==> src/rtl/egrad_fifo.sv <==
// Small first-in first-out queue with registered storage.
module egrad_fifo #(
  parameter int unsigned WIDTH = 8,
  parameter int unsigned DEPTH = 4
) (
  input  logic             clk_i,
  input  logic             rst_ni,
  input  logic             push_i,
  input  logic [WIDTH-1:0] data_i,
  output logic             full_o,
  input  logic             pop_i,
  output logic [WIDTH-1:0] data_o,
  output logic             empty_o
);

  localparam int unsigned PW = (DEPTH > 1) ? $clog2(DEPTH) : 1;
  localparam int unsigned CW = $clog2(DEPTH + 1);

  logic [WIDTH-1:0] mem_q [DEPTH];
  logic [PW-1:0]    wr_ptr_q, rd_ptr_q;
  logic [CW-1:0]    count_q;
  logic             do_push, do_pop;

  assign full_o  = (count_q == CW'(DEPTH));
  assign empty_o = (count_q == '0);
  assign do_push = push_i && !full_o;
  assign do_pop  = pop_i && !empty_o;
  assign data_o  = mem_q[rd_ptr_q];

  always_ff @(posedge clk_i) begin
    if (do_push) begin
      mem_q[wr_ptr_q] <= data_i;
    end
  end

  always_ff @(posedge clk_i or negedge rst_ni) begin
    if (!rst_ni) begin
      wr_ptr_q <= '0;
      rd_ptr_q <= '0;
      count_q  <= '0;
    end else begin
      if (do_push) begin
        wr_ptr_q <= (wr_ptr_q == PW'(DEPTH - 1)) ? '0 : wr_ptr_q + 1'b1;
      end
      if (do_pop) begin
        rd_ptr_q <= (rd_ptr_q == PW'(DEPTH - 1)) ? '0 : rd_ptr_q + 1'b1;
      end
      if (do_push && !do_pop) begin
        count_q <= count_q + 1'b1;
      end else if (do_pop && !do_push) begin
        count_q <= count_q - 1'b1;
      end
    end
  end

endmodule

==> config.mk <==
export PLATFORM = sky130hd
export DESIGN_NAME = egrad_fifo
export DESIGN_NICKNAME = d
export VERILOG_FILES = /design/src/rtl/egrad_fifo.sv
export SDC_FILE = /design/constraint.sdc
export NUM_CORES = 1
export LEC_CHECK = 0
export BUFFER_PORTS_ARGS = -buffer_cell sky130_fd_sc_hd__buf_4
export CAP_MARGIN = 20
export CORE_MARGIN = 4
export CORE_UTILIZATION = 55
export DETAILED_ROUTE_END_ITERATION = 8
export PLACE_DENSITY_LB_ADDON = 0.3
export SYNTH_ARGS = -nofsm -noshare
export SYNTH_HDL_FRONTEND = slang
export SYNTH_SLANG_ARGS = --single-unit
==> constraint.sdc <==
create_clock -name clk_i -period 2.4 [get_ports clk_i]
set_clock_uncertainty 0.05 [all_clocks]
set_input_delay 0.12 -clock clk_i [delete_from_list [all_inputs] [get_ports clk_i]]
set_output_delay 0.12 -clock clk_i [all_outputs]
set_load 0.005 [all_outputs]
# [Word-level counts from Yosys, hierarchy flattened]
# Memories as Yosys holds them, arrays and structs flattened.
# Cells that the tools add are included.
[word_totals] memories=1 wordCells=27 register_bits=7 output_inout_bits=10 input_bits=12 mem_bits_rw=32
[memory_table] memory="mem_q" depth=4 width=8 rd=1 rd_clocked_by_memory_dff=0 write_ports=1 line="19" source="logic [WIDTH-1:0] mem_q [DEPTH];"
[op_classes] reduce_logical=10 muxes=6 n_addsub=4 eq_ne=3
[op_table] operator="2-to-1 mux 3 bit" n=2
[op_table] operator="adder 2 x 1 -> 2 bit, second input constant" n=2
[op_table] operator="== test 2 bit, second input constant" n=2
[op_table] operator="logical AND 1 bit" n=4
[op_table] operator="logical NOT 1 bit" n=4
[op_table] operator="2-to-1 mux 2 bit" n=2
[op_table] operator="adder 3 x 1 -> 3 bit, second input constant" n=1
[op_table] operator="== test 3 bit, second input constant" n=1
[op_table] operator="logical NOT 3 bit" n=1
[op_table] operator="subtractor 3 x 1 -> 3 bit, second input constant" n=1
[op_table] operator="2-to-1 mux 1 bit" n=2
[op_table] operator="nonzero test 2 bit" n=1

# [Longest topological paths before layout]
[logic_depth] word_depth=7 ltp_mapped=9 depth_no_buf=8

# [Worst setup path after synthesis]
# OpenSTA, ideal clock, no wires.
[synth_path] path_kind="register -> register" from="register count_q[0]" to="register count_q[2]" path_buffers=0 arrival_time_ns=1.859 slack_ns=0.412 setup_time_ns=0.079 period_less_slack_ns=1.988 required_time_ns=2.271 stages_incl_launch_ff=9 cell_sequence="dfrtp_1 nor3_1 nand2b_4 ha_1 inv_1 fa_1 xor2_1 nor2_1 xor2_1"
[synth_via] elab_chain_cells=6 word_cells_on_any_way=15 cone_classes="add/sub: 2; eq/ne: 1; mux: 2; reduce/logical: 10"
[synth_rtl] item="start: declaration" line="21" source="logic [CW-1:0] count_q;"
[synth_rtl] item="start signal: assignment" line="49" source="count_q <= count_q + 1'b1;"
[synth_rtl] item="start signal: assignment" line="51" source="count_q <= count_q - 1'b1;"
[synth_rtl] item="logical NOT 3 bit *" line="25" source="assign empty_o = (count_q == '0);"
[synth_rtl] item="net empty_o" line="13" source="output logic empty_o"
[synth_rtl] item="logical NOT 1 bit *" line="27" source="assign do_pop = pop_i && !empty_o;"
[synth_rtl] item="logical AND 1 bit *" line="27"
[synth_rtl] item="logical NOT 1 bit" line="48" source="if (do_push && !do_pop) begin"
[synth_rtl] item="logical AND 1 bit" line="48"
[synth_rtl] item="2-to-1 mux 3 bit or nonzero test 2 bit (tied branches)"
# Mark *: on every way through the listed nets, which the timed path passes. The rest lies on a longest branch. The select of a mux whose other input is x is not followed.
# A chain may end at the register's enable or synchronous reset.

# [Worst setup path in the final report]
[layout_path] from="register count_q[1]" to="register count_q[2]"
[layout_via] elab_chain_cells=6 word_cells_on_any_way=15 cone_classes="add/sub: 2; eq/ne: 1; mux: 2; reduce/logical: 10"
[layout_rtl] item="branches (longest 6 deep; another with subtractor 3 x 1 -> 3 bit)"
# Several ways; the timed one is not identified. The select of a mux whose other input is x is not followed.

==> flow_metrics.env <==
export IMPL_outcome="completed"
export IMPL_crit_arrival_ns=2.29
export IMPL_total_leakage_power_nw=0.7411
export IMPL_synthToLayoutAreaGrowth_pct=20.23
export IMPL_post_cts_repair_setup_buffers=0
export IMPL_achievable_frequency_mhz=484.1
export IMPL_post_cts_resized_instances=0
export IMPL_grt_pass1_vias=881
export IMPL_final_design_area_no_fill_um2=1948
export IMPL_htreeDepth=2
export IMPL_antenna_violations_before_repair=0
export IMPL_post_synth_num_cell_types=19
export IMPL_endpoint_kind="flip-flop"
export IMPL_dpl_cell_area_um2=1804
export IMPL_post_synth_inst_count=79
export IMPL_tightestPinTransition_ns=0.5739
export IMPL_initial_core_util=0.5825
export IMPL_final_hold_violation_count=0
export IMPL_hold_class="input port to async pin"
export IMPL_gpl_final_weighted_congestion=0.7793
export IMPL_worst_ir_drop_vdd_mv=0.8580
export IMPL_clock_tree_from_tritoncts="built"
export IMPL_max_cap_violations=0
export IMPL_finalPower_mw=2.124
export IMPL_chipHeight_um=62.28
export IMPL_fin_crit_sh=0.8607
export IMPL_grt_first_pass_wirelength_um=4243
export IMPL_multi_input_comb_area_um2=452.9
export IMPL_antenna_cells_inserted=0
export IMPL_die_width_um=62.28
export IMPL_synth_seq_cells=39
export IMPL_finalSetupViolations=0
export IMPL_cts_max_path_buffers=2
export IMPL_ys_warn_count=0
export IMPL_antenna_left=0
export IMPL_synth_net_count=98
export IMPL_seq_area_um2=1136
export IMPL_detailedRoute_firstIterationViolations=11
export IMPL_critPathRequiredTime_ns=2.62
export IMPL_syn_avg_cell_area_um2=20.51
export IMPL_final_setup_tns_ns=0
export IMPL_detail_route_drc_violations=0
export IMPL_first_drt_pass_iteration_count=4
export IMPL_share_of_synthesized_area_occupied_by_flip_flops_and_latches=0.7012
export IMPL_grt_max_degree=13
export IMPL_worst_skew_pair_late_latency_ns=0.33
export IMPL_buffer_ports_inserted=21
export IMPL_post_synth_instance_area_um2=1620
export IMPL_grt_total_usage=0.1448
export IMPL_cts_made_buffers=5
export IMPL_final_min_clock_period_ns=2.066
export IMPL_num_rows=19
export IMPL_clk_pin_slew_worst_paths_ns=0.10
export IMPL_drt_vias_per_instance=5.425
export IMPL_route_detailed_wl_per_inst_um=17.00
export IMPL_layout_drive_gt1_share=0.4261
export IMPL_cts_root_buf="clkbuf_4"
export IMPL_rsz_0062_raised_after_global_routing="false"
export IMPL_die_area_um2=3878
export IMPL_critical_path_peak_fanout=4
export IMPL_setup_worst_path_class="flip-flop to flip-flop"
export IMPL_worst_hold_slack_ns=0.08604
export IMPL_slew_limit_headroom=0.6174
export IMPL_cts_hold_buffers_added=9
export IMPL_globalRouteOverflowTotal=0
export IMPL_route_vias_total=792
export IMPL_drv_slew=0
export IMPL_design_core_area_um2=2781
export IMPL_fill_cells=195
export IMPL_ios=22
export IMPL_finish_net_count=133
export IMPL_clock_sink_count=39
export IMPL_power_per_cell_area_nw_per_um2=1090
export IMPL_startpoint_type="flip-flop"
export IMPL_detail_route_wirelength_um=2482
==> flip-flops by register name, summed over array words and instances, names as in the netlist <==
name      cells
wr_ptr_q      2
rd_ptr_q      2
mem_q        32
count_q       3
==> cell usage after synthesis <==
| cell type | number | area (um^2) |
|---|---|---|
| buf_6 | 1 | 11.26 |
| xor2_1 | 2 | 17.52 |
| buf_2 | 1 | 5.000 |
| edfxtp_1 | 32 | 960.9 |
| nor3_1 | 1 | 5.000 |
| fa_1 | 1 | 20.02 |
| and2_2 | 4 | 30.03 |
| nor2_1 | 3 | 11.26 |
| mux2_4 | 2 | 30.03 |
| xnor2_1 | 1 | 8.760 |
| buf_1 | 1 | 3.750 |
| nor3b_4 | 1 | 18.77 |
| nor2b_2 | 1 | 8.760 |
| mux4_2 | 8 | 180.2 |
| nand2b_4 | 1 | 13.76 |
| mux2_2 | 3 | 33.78 |
| dfrtp_1 | 7 | 175.2 |
| inv_1 | 3 | 11.26 |
| ha_1 | 6 | 75.07 |
==> routing by layer <==
layer / vias to the layer above / GRT usage / wire [um]
li1: 371 / - / -
met1: 390 / 0.1760 / 1019
met2: 24 / 0.2319 / 1265
met3: 7 / 0.05766 / 150
met4: 0 / 0.05570 / 47
met5: - / 0 / 0
==> layout make-up <==
type,count,area share
clock buffer,6,0.02119
clock inverter,2,0.006423
inverter,3,0.005780
multi-input combinational,34,0.2325
sequential,39,0.5832
tap,31,0.01991
timing repair buffer,31,0.1310
==> cells in the final DEF (no fill, tap or decap), types with 2 or more instances in the layout <==
master / count
edfxtp_1: 32
inv_1: 3
mux4_2: 8
dlygate4sd3_1: 9
nor2_1: 3
mux2_2: 3
clkbuf_4: 5
mux2_4: 2
buf_4: 22
ha_1: 6
dfrtp_1: 7
and2_2: 4
xor2_1: 2
==> metrics by stage <==
stage / util / instances / worst slack [ns]
global route: 0.7004 / 146 / 0.1629
finish: 0.7004 / 146 / 0.3343
detailed placement: 0.6487 / 129 / 0.3310
global placement: 0.6487 / 129 / 0.4292
CTS: 0.7004 / 146 / 0.3225
floorplan: - / 79 / 0.4116
==> worst paths after layout <==
| path | from | endpoint | slack, ns | depth (start not counted) |
|---|---|---|---|---|
| max | count_q[1]$_DFFE_PN0P_ | count_q[2]$_DFFE_PN0P_ | 0.33 | 8 |
| min | rst_ni | rd_ptr_q[0]$_DFFE_PN0P_ | 0.09 | 2 |
| max reg2reg | count_q[1]$_DFFE_PN0P_ | count_q[2]$_DFFE_PN0P_ | 0.33 | 8 |
| min reg2reg | count_q[2]$_DFFE_PN0P_ | count_q[2]$_DFFE_PN0P_ | 0.47 | 1 |
| max in group asynchronous | rst_ni | wr_ptr_q[0]$_DFFE_PN0P_ | 2.09 | 2 |
| min in group clk_i | pop_i | rd_ptr_q[1]$_DFFE_PN0P_ | 0.09 | 3 |
==> critical path, cell delays in order (launching register included) <==
cell and delay (ns):
dfrtp_1 0.46, nor3_1 0.29, nand2b_4 0.19, ha_1 0.18, inv_1 0.06, fa_1 0.37
xor2_1 0.15, nor2_1 0.11, xor2_1 0.14
==> cells by family after synthesis <==
family        synth area share
xor+xnor               0.01622
fa+ha+maj              0.05869
buf+inv                0.01930
simple gates           0.05405
flops                   0.7012
mux                     0.1506
==> where the power goes <==
group,internal [mW],switching (mW)
clock network,0.113,0.203
logic,0.465,0.267
registers,0.915,0.162
(Power assumes the default switching activity.)
