==> config.mk <==
export PLATFORM = sky130hd
export DESIGN_NAME = egrad_front
export DESIGN_NICKNAME = d
export VERILOG_FILES = /design/src/rtl/egrad_pkg.sv /design/src/rtl/egrad_fifo.sv /design/src/rtl/egrad_front.sv
export SDC_FILE = /design/constraint.sdc
export NUM_CORES = 1
export LEC_CHECK = 0
export BUFFER_PORTS_ARGS = -buffer_cell sky130_fd_sc_hd__buf_2
export CORE_ASPECT_RATIO = 1.1
export CORE_MARGIN = 5
export CORE_UTILIZATION = 45
export CTS_BUF_LIST = sky130_fd_sc_hd__clkbuf_4
export DETAILED_ROUTE_END_ITERATION = 7
export PLACE_DENSITY = 0.8
export SETUP_SLACK_MARGIN = 0.15
export SLEW_MARGIN = 20
export SYNTH_ARGS = -nofsm -noshare
export SYNTH_HDL_FRONTEND = slang
export SYNTH_SLANG_ARGS = --single-unit
==> constraint.sdc <==
create_clock -name clk_i -period 16.25 [get_ports clk_i]
set_input_delay 3.25 -clock clk_i [delete_from_list [all_inputs] [get_ports clk_i]]
set_output_delay 3.25 -clock clk_i [all_outputs]
set_load 0.01 [all_outputs]
==> src/rtl/egrad_pkg.sv <==
// Types, codes and helper functions shared by the elementwise backward gradient block.
package egrad_pkg;

  localparam int unsigned VALUE_WIDTH = 32;

  typedef enum logic [1:0] {
    OP_ADD = 2'd0,
    OP_SUB = 2'd1,
    OP_MUL = 2'd2,
    OP_DIV = 2'd3
  } op_e;

  typedef enum logic [1:0] {
    ST_OK       = 2'd0,
    ST_SAT      = 2'd1,
    ST_DIV_ZERO = 2'd2
  } status_e;

  typedef logic [VALUE_WIDTH-1:0]   mag_t;
  typedef logic [2*VALUE_WIDTH-1:0] prod_t;

  typedef struct packed {
    logic [1:0]                    action;
    logic signed [VALUE_WIDTH-1:0] upstream_grad;
    logic signed [VALUE_WIDTH-1:0] left_value;
    logic signed [VALUE_WIDTH-1:0] right_value;
    logic                          last_in;
  } in_item_t;

  typedef struct packed {
    logic signed [VALUE_WIDTH-1:0] grad_left;
    logic signed [VALUE_WIDTH-1:0] grad_right;
    logic [1:0]                    status;
    logic                          last_out;
  } out_item_t;

  typedef struct packed {
    op_e  op;
    logic sg;
    logic sx;
    logic sy;
    mag_t mg;
    mag_t mx;
    mag_t my;
    logic last;
  } mid_item_t;

  typedef struct packed {
    mag_t value;
    logic sat;
  } packed_val_t;

  function automatic mag_t mag_of(logic [VALUE_WIDTH-1:0] raw);
    return raw[VALUE_WIDTH-1] ? mag_t'(-raw) : raw;
  endfunction

  function automatic packed_val_t pack_val(logic neg, prod_t mag, logic ovf);
    mag_t        limit;
    mag_t        m;
    packed_val_t res;
    limit   = neg ? {1'b1, {(VALUE_WIDTH-1){1'b0}}} : {1'b0, {(VALUE_WIDTH-1){1'b1}}};
    res.sat = ovf || (mag > prod_t'(limit));
    m       = res.sat ? limit : mag[VALUE_WIDTH-1:0];
    res.value = neg ? mag_t'(-m) : m;
    return res;
  endfunction

endpackage

==> src/rtl/egrad_fifo.sv <==
// Small first-in first-out queue with registered storage.
module egrad_fifo #(
  parameter int unsigned WIDTH = 8,
  parameter int unsigned DEPTH = 4
) (
  input  logic             clk_i,
  input  logic             rst_ni,
  input  logic             push_i,
  input  logic [WIDTH-1:0] data_i,
  output logic             full_o,
  input  logic             pop_i,
  output logic [WIDTH-1:0] data_o,
  output logic             empty_o
);

  localparam int unsigned PW = (DEPTH > 1) ? $clog2(DEPTH) : 1;
  localparam int unsigned CW = $clog2(DEPTH + 1);

  logic [WIDTH-1:0] mem_q [DEPTH];
  logic [PW-1:0]    wr_ptr_q, rd_ptr_q;
  logic [CW-1:0]    count_q;
  logic             do_push, do_pop;

  assign full_o  = (count_q == CW'(DEPTH));
  assign empty_o = (count_q == '0);
  assign do_push = push_i && !full_o;
  assign do_pop  = pop_i && !empty_o;
  assign data_o  = mem_q[rd_ptr_q];

  always_ff @(posedge clk_i) begin
    if (do_push) begin
      mem_q[wr_ptr_q] <= data_i;
    end
  end

  always_ff @(posedge clk_i or negedge rst_ni) begin
    if (!rst_ni) begin
      wr_ptr_q <= '0;
      rd_ptr_q <= '0;
      count_q  <= '0;
    end else begin
      if (do_push) begin
        wr_ptr_q <= (wr_ptr_q == PW'(DEPTH - 1)) ? '0 : wr_ptr_q + 1'b1;
      end
      if (do_pop) begin
        rd_ptr_q <= (rd_ptr_q == PW'(DEPTH - 1)) ? '0 : rd_ptr_q + 1'b1;
      end
      if (do_push && !do_pop) begin
        count_q <= count_q + 1'b1;
      end else if (do_pop && !do_push) begin
        count_q <= count_q - 1'b1;
      end
    end
  end

endmodule

==> src/rtl/egrad_front.sv <==
// Front part: accepts elements, splits operands into sign and magnitude, queues them.
module egrad_front (
  input  logic                 clk_i,
  input  logic                 rst_ni,
  input  logic                 push,
  input  egrad_pkg::in_item_t  in_item_i,
  output logic                 full,
  input  logic                 mid_pop_i,
  output egrad_pkg::mid_item_t mid_item_o,
  output logic                 mid_empty_o
);

  localparam int unsigned W = egrad_pkg::VALUE_WIDTH;

  egrad_pkg::mid_item_t cls;
  logic [$bits(egrad_pkg::mid_item_t)-1:0] mid_raw;

  always_comb begin
    cls.op   = egrad_pkg::op_e'(in_item_i.action);
    cls.sg   = in_item_i.upstream_grad[W-1];
    cls.sx   = in_item_i.left_value[W-1];
    cls.sy   = in_item_i.right_value[W-1];
    cls.mg   = egrad_pkg::mag_of(in_item_i.upstream_grad);
    cls.mx   = egrad_pkg::mag_of(in_item_i.left_value);
    cls.my   = egrad_pkg::mag_of(in_item_i.right_value);
    cls.last = in_item_i.last_in;
  end

  egrad_fifo #(
    .WIDTH($bits(egrad_pkg::mid_item_t)),
    .DEPTH(2)
  ) u_mid_fifo (
    .clk_i  (clk_i),
    .rst_ni (rst_ni),
    .push_i (push),
    .data_i (cls),
    .full_o (full),
    .pop_i  (mid_pop_i),
    .data_o (mid_raw),
    .empty_o(mid_empty_o)
  );

  assign mid_item_o = egrad_pkg::mid_item_t'(mid_raw);

endmodule

# Word-level counts from Yosys, hierarchy flattened
# Memory sizes are Yosys's and may differ from the RTL's.
# Index checks and enable logic that the tools add are counted.
[totals]
output_inout_bits = 104
mem_count = 1
register_bits = 4
mem_bits_rw = 204
[classes]
mux = 9
n_eq_ne = 1
reduce_logical = 10
n_addsub = 7
[mem_list]
columns = ["memory", "depth", "word_bits", "rd", "rd_ports_with_merged_regs", "write_ports", "line_no", "rtl"]
rows = [
  ["u_mid_fifo.mem_q", 2, 102, 1, 0, 1, "egrad_fifo.sv:19", "logic [WIDTH-1:0] mem_q [DEPTH];"],
]
[ops]
columns = ["op", "n"]
rows = [
  ["$mux 32", 3],
  ["$neg 32->32", 3],
  ["$logic_and 1x1->1", 4],
  ["$logic_not 1->1", 4],
  ["$mux 1", 4],
  ["$mux 2", 2],
  ["$add 1x1->1 const B", 2],
  ["$add 2x1->2 const B", 1],
  ["$eq 2x2->1 const B", 1],
  ["$logic_not 2->1", 1],
  ["$reduce_bool 2->1", 1],
  ["$sub 2x1->2 const B", 1],
]

# Logic depth before layout (Yosys ltp)
# Gate-level depths: netlist of the first run.
[logic_depth]
word_depth = 7
depth_mapped = 7
mapped_depth_nobuf = 7

# Cells and area by module
# From an unflattened synthesis of the first run, not the netlist that was laid out.
[unflattened]
hier_cells = 625
hier_area_um2 = 9653.0
[modules_own_cells]
columns = ["mod", "cells_each", "n_inst", "seq_area_each_um2", "area_per_inst_um2"]
rows = [
  ["egrad_fifo", 336, 1, 6226.0, 7572.3],
  ["egrad_front", 289, 1, 0.0, 2080.7],
]

# Worst setup path after synthesis of the first run
# OpenSTA, ideal clock, no wires.
[synth_path]
path_kind = "input to register"
startpoint = "in push"
endpoint = "mem u_mid_fifo.mem_q[0][0] in the netlist's numbering, enable pin"
stages = 2
path_slack_ns = 8.103
required_ns = 15.686
setup_time_ns = 0.564
path_buffers = 0
t_arrival_ns = 7.584
cell_sequence = "nand2_1 -> nor2_1"
[synth_via]
elab_chain_len = 3
[synth_rtl]
columns = ["element", "line_no", "rtl"]
rows = [
  ["start, declared", "egrad_front.sv:5", "input logic push,"],
  ["$logic_and 1x1->1", "egrad_fifo.sv:26", "assign do_push = push_i && !full_o;"],
  ["$mux 1", "egrad_fifo.sv:31", "if (do_push) begin"],
  ["$mux 1 (not written as such)", "egrad_fifo.sv:32", "mem_q[wr_ptr_q] <= data_i;"],
  ["end, declared", "egrad_fifo.sv:19", ""],
]
# Every way passes these cells.

==> results of run 1 <==
-- cell type report --
class	instances	area, sq um
Timing Repair Buffer	210	1061
Inverter	11	41.29
Sequential cell	208	6230
Clock buffer	84	630.6
Clock inverter	8	31.28
Fill cell	1707	9208
Multi-Input combinational cell	383	3120
Antenna cell	1	2.502
Tap cell	256	320.3
-- through the flow --
step	instance area (sq um)	utilization (%)
final	11440	55.40
after global routing	11440	55.40
after CTS	11430	55.39
after detailed placement	10770	52.18
after global placement	10770	52.18
after floorplan	9450	-
-- cell usage after synthesis, types with 2 or more instances --
cell and count:
edfxtp_1 204, mux2_2 102, xnor2_1 88, nand2_1 37, o31ai_1 26, o21ai_0 25, clkbuf_1 16, nor2_1 16
inv_1 11, o41ai_1 10, or3_1 10, or4_1 10, nor4_1 8, nand3_1 7, o21ai_1 6, nand2b_1 5
nor3_1 5, buf_1 4, dfrtp_1 4, ha_1 4, xor2_1 4, nand4_1 3, or2_2 2, or4_4 2
-- metal layers --
layer	wire [um]	part of all wire (%)	vias to the layer above
li1	-	-	2902
met1	7550	38	2918
met2	10380	52	185
met3	1377	6.9	39
met4	547	2.8	0
met5	0	0	-
-- logic make-up (layout without fill, tap and decap cells) --
logic type	after synthesis	count (layout)	synth area share, %
other cells	0	1	0
mux	102	102	12.15
compound gates	69	69	4.912
buf+inv	31	313	1.231
xor+xnor	92	92	8.526
fa+ha+maj	4	4	0.5296
simple gates	116	116	6.765
flops	208	208	65.88
-- path summary, 6_finish.rpt --
| kind | cells after the start | slack (ns) | to | from |
|---|---|---|---|---|
| setup / recovery | 3 | 10.21 | mid_item_o[4] | u_mid_fifo.rd_ptr_q$_DFFE_PN0P_ |
| hold / removal | 1 | 0.54 | u_mid_fifo.count_q[1]$_DFFE_PN0P_ | u_mid_fifo.count_q[1]$_DFFE_PN0P_ |
| setup reg to reg | 3 | 13.88 | u_mid_fifo.mem_q[1][83]$_DFFE_PP_ | u_mid_fifo.count_q[0]$_DFFE_PN0P_ |
| hold reg to reg | 1 | 0.54 | u_mid_fifo.count_q[1]$_DFFE_PN0P_ | u_mid_fifo.count_q[1]$_DFFE_PN0P_ |
| max in group asynchronous | 1 | 13.64 | u_mid_fifo.rd_ptr_q$_DFFE_PN0P_ | rst_ni |
| min in group asynchronous | 1 | 2.43 | u_mid_fifo.wr_ptr_q$_DFFE_PN0P_ | rst_ni |
-- sequential cells by signal, summed over array words and instances, names as in the netlist --
| signal | cells |
|---|---|
| u_mid_fifo.rd_ptr_q | 1 |
| u_mid_fifo.wr_ptr_q | 1 |
| u_mid_fifo.count_q | 2 |
| u_mid_fifo.mem_q | 204 |
-- power groups by stage --
stage          Combinational (mW)  Clock (mW)  Sequential (mW)
2_1_floorplan               0.352           0            0.792
3_3_place_gp                0.542           0            0.804
3_5_place_dp                0.545           0            0.811
4_1_cts                     0.548       0.441            0.800
5_1_grt                     0.582       0.475            0.811
6_report                    0.536       0.423            0.798
==> results.md, run 1 <==
* Syn avg cell area at 15.19 sq um
* Synth area leaders: edfxtp_1 (65%), mux2_2 (12%), xnor2_1 (8.2%), o31ai_1 (2.1%), nand2_1 (1.5%)
* Top Usage Layer GRT: met2
* Placement Rows at 55
* Most common cell after layout, fill and taps aside: buf_2
* Buf/Inv on CP at 2
* Synth-to-Final Area Change at 21.02%
* Routability Congestion at 0.8599
* Switching portion of total power at 30.57%
* # nets final at 973
* Combinational Power Share at 30.5%
* Detailed-placement wirelength estimate at 13.78 mm
* Share of cells above drive strength 1 at 45.35%
* Hold-fix buffers at CTS at 0
* Crit path DAT at 2.79 ns
* Period utilization at 37.17%
* Worst Path Max Fanout at 57
* Top cell type's share of synthesized area at 64.82%
* Largest net degree at the start of global routing at 58
* CP max-delay cell: dfrtp_4
* Number of flops mapped to enable cells by yosys at 204
* Syn Nets at 729
* Fin Hold WS at 0.5365 ns
* PostCTS Resize Cnt at 0
* Clock power frac at 24.1%
* Die extent in y at 162.0 um
* CTS Buffer Depth at 3
* Non-Filler Instances at 1161
* Initial antenna violation count at 1
* Postcts setup bufs at 0
* Register area share after synthesis at 65.88%
* Mapped cell area at 9450 sq um
* Required time of the critical path at 13.00 ns
* Via density at 5.206
* Part of the power in registers at 45.4%
* RSZ-0062 raised after global routing: no
* Detail Route Antenna Nets at 0
* Die Wd at 148.2 um
* Die area at 24000 sq um
* Worst-skew pair later-pin latency at 0.61 ns
* Worst Path Class, Setup: reg2out
* Grt met3 use at 4.799%
* Synthesis Warnings at 0
* Synth cell types at 37
* Sink Count at 208
* Most frequent cells in the layout: buf_2 (206), edfxtp_1 (204), mux2_2 (102)
* Core ar. at 20640 sq um
* Residual DRC at 0
* Total grt overflow at 0
* Area leader, netlist: edfxtp_1
* Worst IR Drop VDD at 0.1026 mV
* Lkg Pwr at 4.156 nW
* CP startpoint kind: flip-flop
* I/O pin total at 207
* Pre-CTS setup slack at 10.66 ns
* Final Skew at 0.03727 ns
* Worst Setup End Kind: primary output
* Setup violations, final at 0
* Worst rel slew slack at 42.69%
* Clock slew at reported path FFs at 0.06 ns
* Internal power at 1.220 mW
* Placed insts at 1068
* Max Freq at 165.6 MHz
* Drt initial violations at 257
* DR pass1 iterations at 5
* Post-synthesis register bit count at 208
* H-tree depth at 2
* Final setup margin at 10.21 ns
* Vias in the first global route at 6348
* Via Count at 6044
* Max capacitance violation total at 0
* Total GRT Usage at 16.39%
* Mapped Cells at 622
* TritonCTS Buffers at 52
* Status: completed
* Worst-Margin Slew at 0.8518 ns
* CTS root buf: clkbuf_4
* Psw at 0.5370 mW
* GRT met1 Usage at 18.60%
* I/O Buffers at 206
* Power Density at 153.6 nW/um^2
* Async S/R FF share, synth at 1.923%
* Crit-path max cell delay at 0.85 ns
* First-pass GRT wire length at 31.53 mm
* CTS tree: yes
* Pins Over Slew Limit at 0
* CP top delay family: buffers and inverters
* Setup TNS Final at 0 ns
* Final Hold Vio Count at 0
* Initial Utilization at 45.78%
* Routed WL at 19.86 mm
* Critical-path cell list: buf_4, mux2_2, buf_2
* Synth Flop Type: edfxtp_1
* Hold Path Class: reg2reg
* Minimum clock period at 6.040 ns
* GR Layer Usage met2 at 28.79%
* Tot Pwr at 1.757 mW
* Routed length per placed instance at 17.10 um
(Power assumes the default switching activity.)
==> run 2: changes to the inputs <==
==> constraint.sdc (replaced) <==
create_clock -name clk_i -period 5.86 [get_ports clk_i]
set_input_delay 1.172 -clock clk_i [delete_from_list [all_inputs] [get_ports clk_i]]
set_output_delay 1.172 -clock clk_i [all_outputs]
set_load 0.01 [all_outputs]
==> run 2 against run 1 <==
  * Critical endpoint is now mid_item_o[42]
  * Non-clock buffer count is 1 higher
  * Register-to-register slack lost 10 ns
  * Clock skew is 0.012 ns lower
  * Final area grew 0.21%
  * Highest routed layer is now met5
  * Critical path depth unchanged
  * Combinational power rose to 2.8 times the previous value
  * Setup slack worse by 8.0 ns
  * Sequential share of layout area fell by 0.11 points
==> results.md, run 2 (same netlist as run 1, synthesis figures left out) <==
* CP startpoint kind: flip-flop (unchanged)
* Routability Congestion at 0.8368 (was 0.8599)
* Critical-path cell list: buf_4, mux2_2, buf_2 (unchanged)
* I/O Buffers at 206 (unchanged)
* Drt initial violations at 280 (was 257)
* Total grt overflow at 0 (unchanged)
* Worst-skew pair later-pin latency at 0.63 ns (was 0.61 ns)
* Required time of the critical path at 4.69 ns (was 13.00 ns)
* R2R Setup Slk at 3.43 ns (was 13.88 ns)
* Routed WL at 19.88 mm (was 19.86 mm)
* Detail Route Antenna Nets at 0 (unchanged)
* Internal power at 3.392 mW (was 1.220 mW)
* Postcts setup bufs at 0 (unchanged)
* CTS tree: yes (unchanged)
* Initial Utilization at 45.78% (unchanged)
* Crit-path max cell delay at 0.78 ns (was 0.85 ns)
* First-pass GRT wire length at 32.01 mm (was 31.53 mm)
* Initial antenna violation count at 2 (was 1)
* Worst Setup SP: u_mid_fifo.rd_ptr_q$_DFFE_PN0P_ (unchanged)
* Top Registers: u_mid_fifo.mem_q (204), u_mid_fifo.count_q (2) (unchanged)
* Lkg Pwr at 4.163 nW (was 4.156 nW)
* PostCTS Resize Cnt at 0 (unchanged)
* Status: completed (unchanged)
* Power Density at 426.8 nW/um^2 (was 153.6 nW/um^2)
* Core ar. at 20640 sq um (unchanged)
* Psw at 1.500 mW (was 0.5370 mW)
* R2R Path Start: u_mid_fifo.count_q[0]$_DFFE_PN0P_ (unchanged)
* Placement Rows at 55 (unchanged)
* Die area at 24000 sq um (unchanged)
* Period utilization at 62.08%
* Finished Core Util at 55.52% (was 55.40%)
* DR pass1 iterations at 4 (was 5)
* Minimum clock period at 3.638 ns
* Crit path DAT at 2.47 ns (was 2.79 ns)
* H-tree depth at 2 (unchanged)
* Share of cells above drive strength 1 at 45.08% (was 45.35%)
* CP max-delay cell: dfrtp_4 (unchanged)
* Via Count at 6138 (was 6044)
* Synth-to-Final Area Change at 21.28% (was 21.02%)
* Clock slew at reported path FFs at 0.06 ns (about the same)
* Final Skew at 0.02525 ns (was 0.03727 ns)
* Multi-input logic area at 3120 sq um (unchanged)
* Die extent in y at 162.0 um (unchanged)
* Worst IR Drop VDD at 0.2143 mV (was 0.1026 mV)
* Routed length per placed instance at 17.11 um (was 17.10 um)
* Max capacitance violation total at 0 (unchanged)
* Switching portion of total power at 30.66% (was 30.57%)
* Hold Path Class: in2async (was reg2reg)
* Final Hold Vio Count at 0 (unchanged)
* Crit path to: mid_item_o[42] (was mid_item_o[4])
* Clock power frac at 24.2% (was 24.1%)
* Largest net degree at the start of global routing at 62 (was 58)
* Detailed-placement wirelength estimate at 13.97 mm (was 13.78 mm)
* Setup TNS Final at 0 ns (unchanged)
* Worst Path Max Fanout at 39 (was 57)
* Part of the power in registers at 44.9% (was 45.4%)
* CTS root buf: clkbuf_4 (unchanged)
* Hold-fix buffers at CTS at 0 (unchanged)
* Sink Count at 208 (unchanged)
* Most flops, register: u_mid_fifo.mem_q (unchanged)
* Number of flip-flops in the largest register at 204 (unchanged)
* # nets final at 974 (was 973)
* Via density at 5.282 (was 5.206)
* I/O pin total at 207 (unchanged)
* Die Wd at 148.2 um (unchanged)
* Combinational Power Share at 30.9% (was 30.5%)
* Setup violations, final at 0 (unchanged)
* Fin Hold WS at 0.3640 ns (was 0.5365 ns)
* CTS Buffer Depth at 3 (unchanged)
* RSZ-0062 raised after global routing: no (unchanged)
* Most common cell after layout, fill and taps aside: buf_2 (unchanged)
* Residual DRC at 0 (unchanged)
* Worst Setup End Kind: primary output (unchanged)
* TritonCTS Buffers at 52 (unchanged)
* Vias in the first global route at 6458 (was 6348)
* RR Endpoint: u_mid_fifo.mem_q[1][84]$_DFFE_PP_ (was u_mid_fifo.mem_q[1][83]$_DFFE_PP_)
* Worst Path Class, Setup: reg2out (unchanged)
* Most frequent cells in the layout: buf_2 (206), edfxtp_1 (204), mux2_2 (102) (unchanged)
* Seq. cell area at 6230 sq um (unchanged)
* Fillers at 1698 (was 1707)
* Worst R2R Path Depth at 3 (unchanged)
* Max Freq at 274.9 MHz
* Worst-Margin Slew at 1.018 ns (was 0.8518 ns)
* Pins Over Slew Limit at 0 (unchanged)
* Worst rel slew slack at 32.00% (was 42.69%)
* Total GRT Usage at 16.54% (was 16.39%)
[run 2: worst min path at each step]
| stage | from | endpoint | slack [ns] | cells after the start |
|---|---|---|---|---|
| after floorplan | u_mid_fifo.wr_ptr_q$_DFFE_PN0P_ | u_mid_fifo.wr_ptr_q$_DFFE_PN0P_ | 0.48 | 1 |
| after global placement | u_mid_fifo.count_q[1]$_DFFE_PN0P_ | u_mid_fifo.count_q[1]$_DFFE_PN0P_ | 0.50 | 1 |
| after detailed placement | u_mid_fifo.count_q[1]$_DFFE_PN0P_ | u_mid_fifo.count_q[1]$_DFFE_PN0P_ | 0.52 | 1 |
| after CTS | rst_ni | u_mid_fifo.wr_ptr_q$_DFFE_PN0P_ | 0.30 | 1 |
| after global routing | rst_ni | u_mid_fifo.wr_ptr_q$_DFFE_PN0P_ | 0.30 | 1 |
| final | rst_ni | u_mid_fifo.rd_ptr_q$_DFFE_PN0P_ | 0.36 | 1 |
[run 2: layout make-up]
class / count / area share (%)
clock buffer: 77 / 5.044
tap: 256 / 2.795
multi-input combinational: 383 / 27.23
antenna: 1 / 0.02183
inverter: 11 / 0.3603
sequential: 208 / 54.36
clock inverter: 15 / 0.7642
timing repair buffer: 211 / 9.432
[run 2: stage by stage]
stage          power (mW)  cells  setup slack [ns]  area, sq um
2_1_floorplan       3.161    622             1.508         9453
3_3_place_gp        3.744   1069             2.387        10790
3_5_place_dp        3.774   1069             2.355        10790
4_1_cts             4.980   1161             2.095        11460
5_1_grt             5.191   1162             2.040        11460
6_report            4.891   1162             2.222        11460
[run 2: worst max-delay path, delay by kind of cell (launching register included)]
| family | cells | cell delay [ns] |
|---|---|---|
| flip-flops | 1 | 0.78 |
| buffers and inverters | 2 | 0.65 |
| multiplexers | 1 | 0.40 |
[run 2: metal layers]
layer,wire (um),GRT usage [%],up-vias,part of all wire (%)
li1,-,-,2918,-
met1,7528,18.63,2976,38
met2,10320,29.45,198,52
met3,1401,4.855,44,7.0
met4,622,6.636,2,3.1
met5,7,0,-,0.035
[run 2: power by group through the flow]
stage          combinational, mW  clock (mW)  sequential, mW
2_1_floorplan              0.977           0            2.18
3_3_place_gp                1.53           0            2.22
3_5_place_dp                1.54           0            2.23
4_1_cts                     1.55        1.23            2.20
5_1_grt                     1.64        1.32            2.23
6_report                    1.51        1.18            2.20
